**src/sv/stb_pkg.sv**
```systemverilog
// Shared types and constants for the software timer bank.
`default_nettype none

package stb_pkg;

  // Default number of timer slots.
  localparam int TIMER_SLOTS_DEF = 16;

  // Most fire events reported for one tick.
  localparam int MAX_RESULTS = 16;

  // Request operation codes.
  localparam logic OP_ADD  = 1'b0;
  localparam logic OP_TICK = 1'b1;

  // Result kind codes.
  localparam logic [1:0] KIND_ADDED = 2'd0;
  localparam logic [1:0] KIND_FIRED = 2'd1;
  localparam logic [1:0] KIND_FULL  = 2'd2;

  // One request.
  typedef struct packed {
    logic        op;
    logic [31:0] duration_ms;
    logic        periodic;
    logic [31:0] now_ms;
  } in_t;

  // One result.
  typedef struct packed {
    logic [1:0] kind;
    logic [3:0] slot;
    logic       last;
  } out_t;

endpackage

`default_nettype wire

```
**src/sv/software_timer_bank_core.sv**
```systemverilog
// Top level of the software timer bank: slot table, tick scan and result sequencing.
//
// Usage. A request is taken on a rising edge with start high and busy low.
// An add request claims the lowest free slot and returns one result (timer
// added with its slot, or table full). The slot search visits one valid bit
// a cycle. A tick request, while enabled, walks every slot through the timer
// memory in a two-stage read-modify-write pipeline, one slot a cycle, and
// returns one fire result per expiring timer, up to MAX_RESULTS per tick.
// The last fire result of a tick carries last; a tick with nothing firing
// gives no result. A tick while disabled is taken and dropped.
// Results appear for one cycle on out_item, marked by out_strobe; the
// receiver cannot stall them. The enable register is written through cfg_we
// and cfg_wdata; the user must write it only while the block is idle, and
// the block itself does not enforce this.
// Reset empties the slot table, clears the previous tick time and disables
// the block; the timer memory needs no clearing, as an entry is always
// written on add before it is read.
`default_nettype none

module software_timer_bank_core #(
  parameter int TIMER_SLOTS = stb_pkg::TIMER_SLOTS_DEF
) (
  input  wire logic         clk,
  input  wire logic         rst_n,
  input  wire logic         start,
  input  wire stb_pkg::in_t in_item,
  output logic              busy,
  output logic              out_strobe,
  output stb_pkg::out_t     out_item,
  input  wire logic         cfg_we,
  input  wire logic         cfg_wdata
);

  import stb_pkg::*;

  localparam int SLOT_W = (TIMER_SLOTS > 1) ? $clog2(TIMER_SLOTS) : 1;
  localparam logic [SLOT_W-1:0] LAST_IDX = SLOT_W'(TIMER_SLOTS - 1);
  localparam int CNT_W = $clog2(MAX_RESULTS + 1);
  localparam logic [CNT_W-1:0] CNT_MAX = CNT_W'(MAX_RESULTS);

  typedef enum logic [2:0] {
    ST_IDLE,
    ST_ADD,
    ST_SCAN,
    ST_DRAIN,
    ST_FLUSH
  } state_t;

  // Low four bits of a slot index, as reported on the result port.
  function automatic logic [3:0] slot4(input logic [SLOT_W-1:0] i);
    logic [SLOT_W+3:0] e;
    e = {4'b0000, i};
    return e[3:0];
  endfunction

  state_t                   state_r;
  logic                     enable_r;
  logic [TIMER_SLOTS-1:0]   valid_r;
  logic [TIMER_SLOTS-1:0]   periodic_r;
  logic [31:0]              prev_tick_r;
  logic [31:0]              elapsed_r;
  logic [31:0]              dur_r;
  logic                     per_r;
  logic [SLOT_W-1:0]        idx_r;
  logic                     p_v_r;
  logic [SLOT_W-1:0]        p_idx_r;
  logic [SLOT_W-1:0]        pend_r;
  logic [CNT_W-1:0]         cnt_r;
  out_t                     out_r;
  logic                     out_strobe_r;

  // Timer memory: target in the upper word, accumulator in the lower word.
  logic [63:0]              mem [TIMER_SLOTS];
  logic [63:0]              rd_data_r;
  logic                     mem_we;
  logic [SLOT_W-1:0]        mem_waddr;
  logic [63:0]              mem_wdata;

  logic [31:0]              tgt;
  logic [31:0]              acc;
  logic [32:0]              sum;
  logic [31:0]              sat;
  logic                     fire;
  logic                     p_act;
  logic [31:0]              acc_nxt;

  assign busy       = (state_r != ST_IDLE);
  assign out_strobe = out_strobe_r;
  assign out_item   = out_r;

  // Second pipeline stage: saturating add of the elapsed time and expiry check.
  always_comb begin
    tgt     = rd_data_r[63:32];
    acc     = rd_data_r[31:0];
    sum     = {1'b0, acc} + {1'b0, elapsed_r};
    sat     = sum[32] ? 32'hFFFF_FFFF : sum[31:0];
    fire    = (sat >= tgt);
    p_act   = p_v_r && valid_r[p_idx_r];
    acc_nxt = (fire && periodic_r[p_idx_r]) ? 32'd0 : sat;
  end

  // Memory write port: a new timer on add, the updated accumulator on tick.
  always_comb begin
    mem_we    = 1'b0;
    mem_waddr = p_idx_r;
    mem_wdata = {tgt, acc_nxt};
    if (state_r == ST_ADD && !valid_r[idx_r]) begin
      mem_we    = 1'b1;
      mem_waddr = idx_r;
      mem_wdata = {dur_r, 32'd0};
    end else if (p_act) begin
      mem_we = 1'b1;
    end
  end

  // Timer memory with a registered read.
  always_ff @(posedge clk) begin
    if (mem_we) begin
      mem[mem_waddr] <= mem_wdata;
    end
    rd_data_r <= mem[idx_r];
  end

  // Control, slot table and result sequencing.
  always_ff @(posedge clk) begin
    if (!rst_n) begin
      state_r      <= ST_IDLE;
      enable_r     <= 1'b0;
      valid_r      <= '0;
      periodic_r   <= '0;
      prev_tick_r  <= 32'd0;
      p_v_r        <= 1'b0;
      cnt_r        <= '0;
      out_strobe_r <= 1'b0;
    end else begin
      out_strobe_r <= 1'b0;
      p_v_r        <= (state_r == ST_SCAN);
      p_idx_r      <= idx_r;

      if (cfg_we) begin
        enable_r <= cfg_wdata;
      end

      unique case (state_r)
        ST_IDLE: begin
          idx_r <= '0;
          if (start) begin
            if (in_item.op == OP_ADD) begin
              dur_r   <= in_item.duration_ms;
              per_r   <= in_item.periodic;
              state_r <= ST_ADD;
            end else if (enable_r) begin
              elapsed_r   <= in_item.now_ms - prev_tick_r;
              prev_tick_r <= in_item.now_ms;
              cnt_r       <= '0;
              state_r     <= ST_SCAN;
            end
          end
        end
        ST_ADD: begin
          if (!valid_r[idx_r]) begin
            valid_r[idx_r]    <= 1'b1;
            periodic_r[idx_r] <= per_r;
            out_strobe_r      <= 1'b1;
            out_r             <= '{kind: KIND_ADDED, slot: slot4(idx_r), last: 1'b1};
            state_r           <= ST_IDLE;
          end else if (idx_r == LAST_IDX) begin
            out_strobe_r <= 1'b1;
            out_r        <= '{kind: KIND_FULL, slot: 4'd0, last: 1'b1};
            state_r      <= ST_IDLE;
          end else begin
            idx_r <= idx_r + 1'b1;
          end
        end
        ST_SCAN: begin
          if (idx_r == LAST_IDX) begin
            state_r <= ST_DRAIN;
          end else begin
            idx_r <= idx_r + 1'b1;
          end
        end
        ST_DRAIN: begin
          state_r <= ST_FLUSH;
        end
        ST_FLUSH: begin
          if (cnt_r != '0) begin
            out_strobe_r <= 1'b1;
            out_r        <= '{kind: KIND_FIRED, slot: slot4(pend_r), last: 1'b1};
          end
          state_r <= ST_IDLE;
        end
        default: begin
          state_r <= ST_IDLE;
        end
      endcase

      // An expiring timer: free a one-shot slot, and hold the event back until the
      // next expiry or the flush, so that the final event of the tick can be marked as last.
      if (p_act && fire) begin
        if (!periodic_r[p_idx_r]) begin
          valid_r[p_idx_r] <= 1'b0;
        end
        if (cnt_r == '0) begin
          pend_r <= p_idx_r;
          cnt_r  <= cnt_r + 1'b1;
        end else if (cnt_r < CNT_MAX) begin
          out_strobe_r <= 1'b1;
          out_r        <= '{kind: KIND_FIRED, slot: slot4(pend_r), last: 1'b0};
          pend_r       <= p_idx_r;
          cnt_r        <= cnt_r + 1'b1;
        end
      end
    end
  end

endmodule

`default_nettype wire
```
**config.mk**
```make
export PLATFORM = sky130hd
export DESIGN_NAME = software_timer_bank_core
export DESIGN_NICKNAME = d
export VERILOG_FILES = /design/src/sv/stb_pkg.sv /design/src/sv/software_timer_bank_core.sv
export SDC_FILE = /design/constraint.sdc
export NUM_CORES = 1
export LEC_CHECK = 0
export ABC_AREA = 1
export ABC_CLOCK_PERIOD_IN_PS = 6700
export BUFFER_PORTS_ARGS = -buffer_cell sky130_fd_sc_hd__buf_4
export CAP_MARGIN = 40
export CORE_ASPECT_RATIO = 1.2
export CORE_UTILIZATION = 23
export CTS_CLUSTER_DIAMETER = 60
export CTS_CLUSTER_SIZE = 40
export DETAILED_ROUTE_END_ITERATION = 6
export HOLD_SLACK_MARGIN = 0.02
export PLACE_DENSITY_LB_ADDON = 0.2
export SYNTH_ARGS = -nofsm -noshare
export SYNTH_HDL_FRONTEND = slang
export SYNTH_SLANG_ARGS = --single-unit
export TNS_END_PERCENT = 100
```
**constraint.sdc**
```tcl
create_clock -name clk -period 6.7 [get_ports clk]
set_input_delay 0.67 -clock clk [delete_from_list [all_inputs] [get_ports clk]]
set_output_delay 0.67 -clock clk [all_outputs]
set_load 0.005 [all_outputs]
```
======== Word level (Yosys, flattened, before mapping) ========
Memories as Yosys holds them, arrays and structs flattened. A register that Yosys moved wholly into a read port is not among the register bits.
Cells that the tools add are included.
operators by class
  add/sub/neg operators ................... 4
  $lt $le $gt $ge ......................... 6
  equal/unequal tests ..................... 10
  mux-type cells .......................... 57
  bitwise operators ....................... 5
  reduce and logical (&&, ||, !) cells .... 20
operators with widths
  kind                                                                    number
  16-bit two-way mux                                                      5
  32-bit two-way mux                                                      2
  64-bit two-way mux                                                      1
  7-bit two-way mux                                                       6
  5-bit two-way mux                                                       7
  32-bit by 32-bit adder with 33-bit output                               1
  32-bit >= comparator                                                    1
  32-bit subtractor                                                       1
  4-bit two-way mux                                                       5
  3-bit two-way mux                                                       6
  16-bit AND                                                              1
  16-bit bitwise mux                                                      1
  16-bit NOT                                                              1
  16-bit bitwise OR                                                       1
  1-bit two-way mux                                                       15
  7-bit case mux with 2 select lines                                      1
  1-bit binary-select mux with 4-bit select                               3
  3-bit case mux with 4 select lines                                      1
  4-bit case mux with 3 select lines                                      1
  4-bit AND reduction                                                     3
  4-bit by 5-bit < comparator with 1-bit output (second input constant)   2
  1-bit demux with 4-bit select                                           2
  4-bit by 1-bit >= comparator with 1-bit output (second input constant)  2
  3-bit by 2-bit == test with 1-bit output (second input constant)        2
  other kinds (22)                                                        31
word-level totals
  flip-flop bits (word level) ............. 159
  memory bits (writable) .................. 1024
  bits of input ports ..................... 71
  output and inout port bits .............. 9
  word-level logic and storage cells ...... 120
  memories kept ........................... 1
memories
  name  words  width  read ports  clocked after memory_dff  wr ports  RTL line                        text
  mem   16     64     1           1                         1         software_timer_bank_core.sv:73  logic [63:0] mem [TIMER_SLOTS];

======== Depth between registers and ports, before layout ========
Gate-level depths: netlist of run 1.
  depth after elaboration ................. 11
  mapped depth ............................ 29
  mapped depth without buffers ............ 28

======== Least setup slack after synthesis of run 1 ========
OpenSTA, ideal clock, no wires.
  path kind ............................... register to register
  start ................................... register idx_r[0]
  end ..................................... memory mem[0][0], enable pin
  setup time .............................. 486 ps
  arrival ................................. 4427 ps
  required time ........................... 6214 ps
  slack ................................... 1787 ps
  cell stages (with the launch flop) ...... 15
  path buffers ............................ 3
  clock period less this slack ............ 4913 ps
  path through ............................ edfxtp_1 buf_6 buf_6 o211ai_1 nand2_1 nand2_1 nand2_2 nor2_8 nand2_4 buf_6 nand2_2 nand2_2 inv_2 nand3_2 nor2_1
between the ends
  word-level cells in the longest chain between the ends .. 7
  elaborated cells on any way between the ends .. 8
  those cells by class .................... mux (6); reduce/logical (2)
RTL lines
  item                                       RTL line                         text
  from (decl)                                software_timer_bank_core.sv:64   logic [SLOT_W-1:0] idx_r;
  from (signal assigned)                     software_timer_bank_core.sv:172  idx_r <= idx_r + 1'b1;
  from (signal assigned)                     software_timer_bank_core.sv:179  idx_r <= idx_r + 1'b1;
  1-bit binary-select mux with 4-bit select  software_timer_bank_core.sv:107  if (state_r == ST_ADD && !valid_r[idx_r]) begin
  1-bit two-way mux (not written as such)    software_timer_bank_core.sv:107
  1-bit zero test                            n/a
  1-bit logical AND                          software_timer_bank_core.sv:107
  1-bit two-way mux                          software_timer_bank_core.sv:107
  1-bit two-way mux                          software_timer_bank_core.sv:118  if (mem_we) begin
  1-bit two-way mux (not written as such)    software_timer_bank_core.sv:119  mem[mem_waddr] <= mem_wdata;
  to (decl)                                  software_timer_bank_core.sv:73
Several ways; a longest one is shown, not always the timed one. The select of a mux whose other input is x is not followed.

======== Final worst setup path of run 1 ========
  start ................................... register elapsed_r[0]
  end ..................................... register pend_r[1], enable pin
between the ends
  word-level cells in the longest chain between the ends .. 5
RTL lines
  item                                       RTL line                         text
  from (decl)                                software_timer_bank_core.sv:61   logic [31:0] elapsed_r;
  from (signal assigned)                     software_timer_bank_core.sv:153  elapsed_r <= in_item.now_ms - prev_tick_r;
  32-bit by 32-bit adder with 33-bit output  software_timer_bank_core.sv:95   sum = {1'b0, acc} + {1'b0, elapsed_r};
  32-bit two-way mux                         software_timer_bank_core.sv:96   sat = sum[32] ? 32'hFFFF_FFFF : sum[31:0];
  32-bit >= comparator                       software_timer_bank_core.sv:97   fire = (sat >= tgt);
  1-bit logical AND                          software_timer_bank_core.sv:199  if (p_act && fire) begin
  3-bit AND reduction (no source line)       n/a
  to (signal assigned)                       software_timer_bank_core.sv:204  pend_r <= p_idx_r;
  to (signal assigned)                       software_timer_bank_core.sv:209  pend_r <= p_idx_r;
  to (decl)                                  software_timer_bank_core.sv:67   logic [SLOT_W-1:0] pend_r;
No other way between the ends.
A chain may end at the register's enable or synchronous reset.

==> results of run 1 <==
-- state kept, by name, indices dropped and copies added (netlist names), 3 cells and up --
name	count
mem	1024
rd_data_r	64
dur_r	32
elapsed_r	32
prev_tick_r	32
periodic_r	16
valid_r	16
out_item	7
cnt_r	5
idx_r	4
p_idx_r	4
pend_r	4
state_r	3
-- kinds of logic after synthesis --
| kind of cell | Yosys count |
|---|---|
| adders and majority gates | 103 |
| and+or+nand+nor | 1623 |
| xor gates and xnor gates | 45 |
| buffers and inverters | 505 |
| AOI/OAI and AO/OA | 1126 |
| muxes | 1 |
| DFF | 1247 |
-- critical path, delay by kind of cell, from the launching register on --
family | cells | cell delay, ns
AO/OA/AOI/OAI | 1 | 0.51
flip-flops | 1 | 0.38
buffers and inverters | 3 | 0.64
adder cells (fa/ha/maj) | 3 | 0.95
AND/OR/NAND/NOR | 15 | 2.54
-- path summary, 6_finish.rpt --
| kind | from | end | slack, ns |
|---|---|---|---|
| min reg2reg | prev_tick_r[27] | prev_tick_r[27] | 0.46 |
| max | elapsed_r[0] | pend_r[1] | 1.24 |
| min | in_item[41] | dur_r[8] | 0.09 |
| max reg2reg | elapsed_r[0] | pend_r[1] | 1.24 |
-- power breakdown --
group          switching, mW  internal [mW]
combinational           3.55           1.31
sequential            0.0858           9.66
clock                   3.40           3.46
-- layout by cell type (no fill, tap or decap), drive strengths merged, types with 89 or more instances in the layout --
cell,count
edfxtp,1108
nor2,728
nand2,686
o21ai,653
inv,292
o22ai,258
buf,219
a21oi,165
dfxtp,139
clkbuf,117
ha,101
nand4,98
nand3,89
-- final cells by class --
cell class / instances / share of cell area
antenna: 1 / 0.0000406
clock buffer: 117 / 0.0445
clock inverter: 84 / 0.0187
inverter: 261 / 0.0162
multi-input combinational: 2898 / 0.236
sequential: 1247 / 0.585
tap: 2991 / 0.0607
timing repair buffer: 238 / 0.0381
-- timing repair --
action	4_1_cts	5_1_grt
hold buffers	19	0
setup buffers	0	0
resized for setup	0	0
endpoints found under the hold margin	19	0
-- per-layer routing --
layer / GRT usage / part of all wire
met4: 0.0378 / 0.020
met1: 0.193 / 0.45
met3: 0.0143 / 0.035
met5: 0 / 0.00018
met2: 0.252 / 0.49
==> impl_metrics.json, run 1 <==
{
  "hold_path_class": "in -> reg",
  "max-vdd-ir-drop_uv": 218,
  "routed_via_density": 4.55,
  "tightest_slew_ns": 1.07,
  "synth-xor-area-share": 0.00752,
  "place_congestion": 0.864,
  "placementRows": 191,
  "ys_seq_elements": 1247,
  "worstPathArrival_ns": 5.82,
  "netlist_instances": 4650,
  "crit_required_ns": 7.07,
  "cts_tree": "yes",
  "htreeDepth": 3,
  "r2r_cells": 22,
  "clock_skew_ns": 0.0652,
  "fin_hold_ws_ns": 0.0867,
  "ant_nets": 0,
  "final_cells": 7837,
  "dieWidth_um": 438,
  "syn_nets": 4824,
  "synth_seq_area_share": 0.688,
  "postSynthAreaPerCell_sq_um": 11.3,
  "yosysTopAreaCellShare": 0.635,
  "synth-simple-area-share": 0.126,
  "synth_area_leaders": "edfxtp_1, o21ai_0, dfxtp_1, nor2_1, nand2_1",
  "grt_usage": 0.146,
  "fmax_mhz": 183,
  "worst_setup_path_start_kind": "register",
  "worst_slack_ns": 1.24,
  "setup_tns_ns": 0,
  "die_h_um": 525,
  "fin_nets": 4926,
  "gr-total-overflow": 0,
  "final_area_sq_um": 61600,
  "drv_cap": 0,
  "start_util": 0.232,
  "whs_path_depth": 1,
  "setup_viol": 0,
  "cts.clk_slew.worst_paths_ns": 0.08,
  "ys.flop_type": "edfxtp_1",
  "cp_common_cell": "nand2_1",
  "core-area_sq_um": 226000,
  "grt_pass1_wl_mm": 249,
  "cts_buffers": 106,
  "synth_cell_types": 51,
  "path_max_fanout": 18,
  "leakage_nw": 20.8,
  "ctsLongestPathBuffers": 3,
  "drcViolationCount": 11,
  "totalPowerFinal_mw": 21.5,
  "placed_area_sq_um": 57500,
  "syn_to_final_growth_pct": 17.5,
  "crit_path_cell_trace": "ha_1 -> fa_1 -> nand3_1 -> nand2_1 -> nand2_1 -> nand2_1 -> nand3_1 -> nand2_1 -> a21oi_4 -> inv_2 -> nor2_1 -> inv_1 -> ha_1 -> nand2_1 -> nor2_1 -> nand4_1 -> nor3_1 -> nand2_1 -> nand3_1 -> buf_4 -> nand2_2 -> nor3_1",
  "wl_mm": 171,
  "ys_async_sr_fraction": 0,
  "routedWlPerCell_um": 21.8,
  "critical_path_class": "reg -> reg",
  "postLayoutCoreUtil": 0.273,
  "status": "finished with violations",
  "critical-path-max-stage-delay_ns": 0.58,
  "dp_hpwl_mm": 99.0,
  "synth.mux.area_fraction": 0.000215,
  "power.density_nw_per_um2": 348,
  "synth_top_family_by_area": "simple AND/OR/NAND/NOR gates",
  "yosysMostFrequentCell": "edfxtp_1",
  "antenna_found_initial": 7,
  "synth_area_sq_um": 52400,
  "cts_sinks": 1247,
  "dp_slack_ns": 1.15,
  "grt_max_degree": 193,
  "multiInputGateArea_sq_um": 14600,
  "io_buffers": 79,
  "crit_path_end_kind": "register",
  "hold_violations": 0,
  "ys_warn_count": 0,
  "finalCritPeriodShare": 0.814,
  "dp.cells": 7612,
  "grt_pass1_vias": 35300,
  "rsz0062_at_grt": "no",
  "root_buffer": "clkbuf_16",
  "seq_area_sq_um": 36100,
  "drive_gt1_frac": 0.0966,
  "synth_top_cell_by_area": "edfxtp_1",
  "slew_headroom": 0.286,
  "first_iter_violations": 2633,
  "synth_edf_count": 1108,
  "die_area_sq_um": 230000,
  "io_pins": 80,
  "synth_commonest_cells": "edfxtp_1, nor2_1, nand2_1",
  "synthAdderAreaFrac": 0.0249,
  "finalMaxSlewViolations": 0,
  "fin_crit_ns": 5.46,
  "vias": 35700,
  "synth_compound_area_frac": 0.117,
  "violations": "DRC",
  "first_pass_iters": 7,
  "fill_cells": 23600,
  "clkLatencyLatePin_ns": 0.79,
  "slowest_stage": "nor3_1"
}
Note: power is estimated with default switching activity, not from simulation.
==> run 2: changes to the inputs <==
--- a/config.mk
+++ b/config.mk
@@ -6,7 +6,7 @@
 export NUM_CORES = 1
 export LEC_CHECK = 0
 export ABC_AREA = 1
-export ABC_CLOCK_PERIOD_IN_PS = 6700
+export ABC_CLOCK_PERIOD_IN_PS = 5060
 export BUFFER_PORTS_ARGS = -buffer_cell sky130_fd_sc_hd__buf_4
 export CAP_MARGIN = 40
 export CORE_ASPECT_RATIO = 1.2
==> constraint.sdc (replaced) <==
create_clock -name clk -period 5.06 [get_ports clk]
set_input_delay 0.506 -clock clk [delete_from_list [all_inputs] [get_ports clk]]
set_output_delay 0.506 -clock clk [all_outputs]
set_load 0.005 [all_outputs]
==> impl_metrics.json, run 2 (synthesis gave the netlist of run 1 again) <==
{
  "path_max_fanout": 18,
  "hold_path_class": "in -> reg",
  "mostFrequentLayoutCells": "edfxtp_1, nor2_1, nand2_1",
  "multiInputGateArea_sq_um": 14600,
  "worst_setup_path_start_kind": "register",
  "status": "finished with violations",
  "die_area_sq_um": 230000,
  "drcViolationCount": 11,
  "p_seq_frac": 0.455,
  "io_pins": 80,
  "fmax_mhz": 210,
  "finalCritPeriodShare": 0.940,
  "final_common_cell": "edfxtp_1",
  "first_iter_violations": 2467,
  "ctsLongestPathBuffers": 3,
  "fill_cells": 23600,
  "ant_nets": 0,
  "cts_buffers": 103,
  "power.switching_mw": 9.43,
  "top_register": "mem",
  "leakage_nw": 21.1,
  "grt_usage": 0.145,
  "antenna_found_initial": 3,
  "cts_sinks": 1247,
  "wl_mm": 171,
  "crit_path_cell_trace": "ha_1 -> fa_1 -> nand3_1 -> nand2_1 -> nand2_1 -> nand2_1 -> nand3_1 -> nand2_1 -> a21oi_4 -> inv_2 -> nor2_1 -> inv_1 -> ha_1 -> nand2_1 -> nor2_1 -> nand4_1 -> nor2_1 -> nand2_1 -> nand3_1 -> buf_6 -> nand2_2 -> nor3_1 -> buf_4",
  "fin_nets": 4994,
  "p_clk_frac": 0.311,
  "switching_share": 0.332,
  "crit_required_ns": 5.53,
  "die_h_um": 525,
  "fin_crit_ns": 4.75,
  "vias": 35800,
  "placed_area_sq_um": 57800,
  "io_buffers": 79,
  "critical-path-max-stage-delay_ns": 0.46,
  "top_usage_layer": "met2",
  "grt_pass1_wl_mm": 249,
  "p_comb_frac": 0.234,
  "start_util": 0.232,
  "max-vdd-ir-drop_uv": 258,
  "dieWidth_um": 438,
  "crit_path_end_kind": "register",
  "root_buffer": "clkbuf_16",
  "clkLatencyLatePin_ns": 0.79,
  "cp.buffers_inverters": 4,
  "cts_tree": "yes",
  "routed_via_density": 4.53,
  "dp_hpwl_mm": 101,
  "worstPathArrival_ns": 5.22,
  "cts.clk_slew.worst_paths_ns": 0.08,
  "slowest_stage": "nor2_1",
  "slew_headroom": 0.321,
  "setup_viol": 0,
  "power.density_nw_per_um2": 456,
  "clock_skew_ns": 0.0587,
  "totalPowerFinal_mw": 28.4,
  "htreeDepth": 3,
  "p_int_mw": 19.0,
  "met1_usage": 0.194,
  "place_congestion": 0.890,
  "core-area_sq_um": 226000,
  "gr-total-overflow": 0,
  "final_area_sq_um": 62300,
  "rsz0062_at_grt": "no",
  "drv_cap": 0,
  "met2_usage": 0.251,
  "largest_reg_flops": 1024,
  "grt_use_met3": 0.0153,
  "grt_pass1_vias": 35400,
  "cp_common_cell": "nand2_1",
  "seq_area_sq_um": 36100,
  "grt_max_degree": 196,
  "finalMaxSlewViolations": 0,
  "routedWlPerCell_um": 21.6,
  "violations": "DRC",
  "first_pass_iters": 7,
  "cts_setup_buffers": 0,
  "hold_violations": 0,
  "crit_family": "simple AND/OR/NAND/NOR gates",
  "placementRows": 191,
  "syn_to_final_growth_pct": 18.9,
  "critical_path_class": "reg -> reg",
  "largest_registers": "mem: 1024 flops, rd_data_r: 64 flops",
  "drive_gt1_frac": 0.104,
  "tightest_slew_ns": 1.02
}
-- run 2: final timing paths --
kind	start	to	slack, ns	depth (start not counted)
min	in_item[27]	prev_tick_r[27]	0.07	3
max reg2reg	elapsed_r[0]	pend_r[2]	0.31	23
max	elapsed_r[0]	pend_r[2]	0.31	23
min reg2reg	prev_tick_r[28]	prev_tick_r[28]	0.46	2
-- run 2: layout make-up --
cell class | count | share of cell area
well taps | 2991 | 0.0600
repair buffers | 309 | 0.0505
multi-input cells | 2898 | 0.235
flip-flops and latches | 1247 | 0.578
diodes | 2 | 0.0000803
clock inverters | 82 | 0.0173
clock buffers | 113 | 0.0429
inverters | 261 | 0.0161
-- run 2: metal layers --
metal | part of all wire | vias up
met2 | 0.49 | 633
li1 | - | 16900
met3 | 0.034 | 177
met4 | 0.019 | 0
met1 | 0.46 | 18100
met5 | 0 | -
-- run 2: power by group through the flow --
stage	Sequential [mW]	Clock [mW]	Combinational [mW]
after floorplan	13.1	0	3.68
final	12.9	8.83	6.65
after global placement	13.2	0	6.39
after global routing	13.0	9.41	7.35
after CTS	13.0	9.10	6.63
after detailed placement	13.2	0	6.55
-- run 2: what timing repair did --
item | in CTS | in global routing
resized for setup | 6 | 21
hold endpoints to repair | 62 | 0
hold buffers | 63 | 0
endpoints found under the setup margin | 80 | 264
-- run 2: stage by stage --
stage | instances | setup TNS (ns) | utilization | hold WS [ns] | setup slack, ns
floorplan | 4650 | 0 | - | 0.421 | 0.147
global placement | 7613 | -1.93 | 0.254 | 0.444 | -0.0596
detailed placement | 7637 | -2.18 | 0.256 | 0.455 | -0.0685
CTS | 7895 | 0 | 0.275 | 0.0224 | 0.0148
global route | 7903 | 0 | 0.276 | 0.0746 | 0.00171
finish | 7903 | 0 | 0.276 | 0.0740 | 0.306
-- run 2: worst min-delay path: stages --
cell	delay, ns
buf_4	0.09
o21ai_0	0.07
a21oi_1	0.11
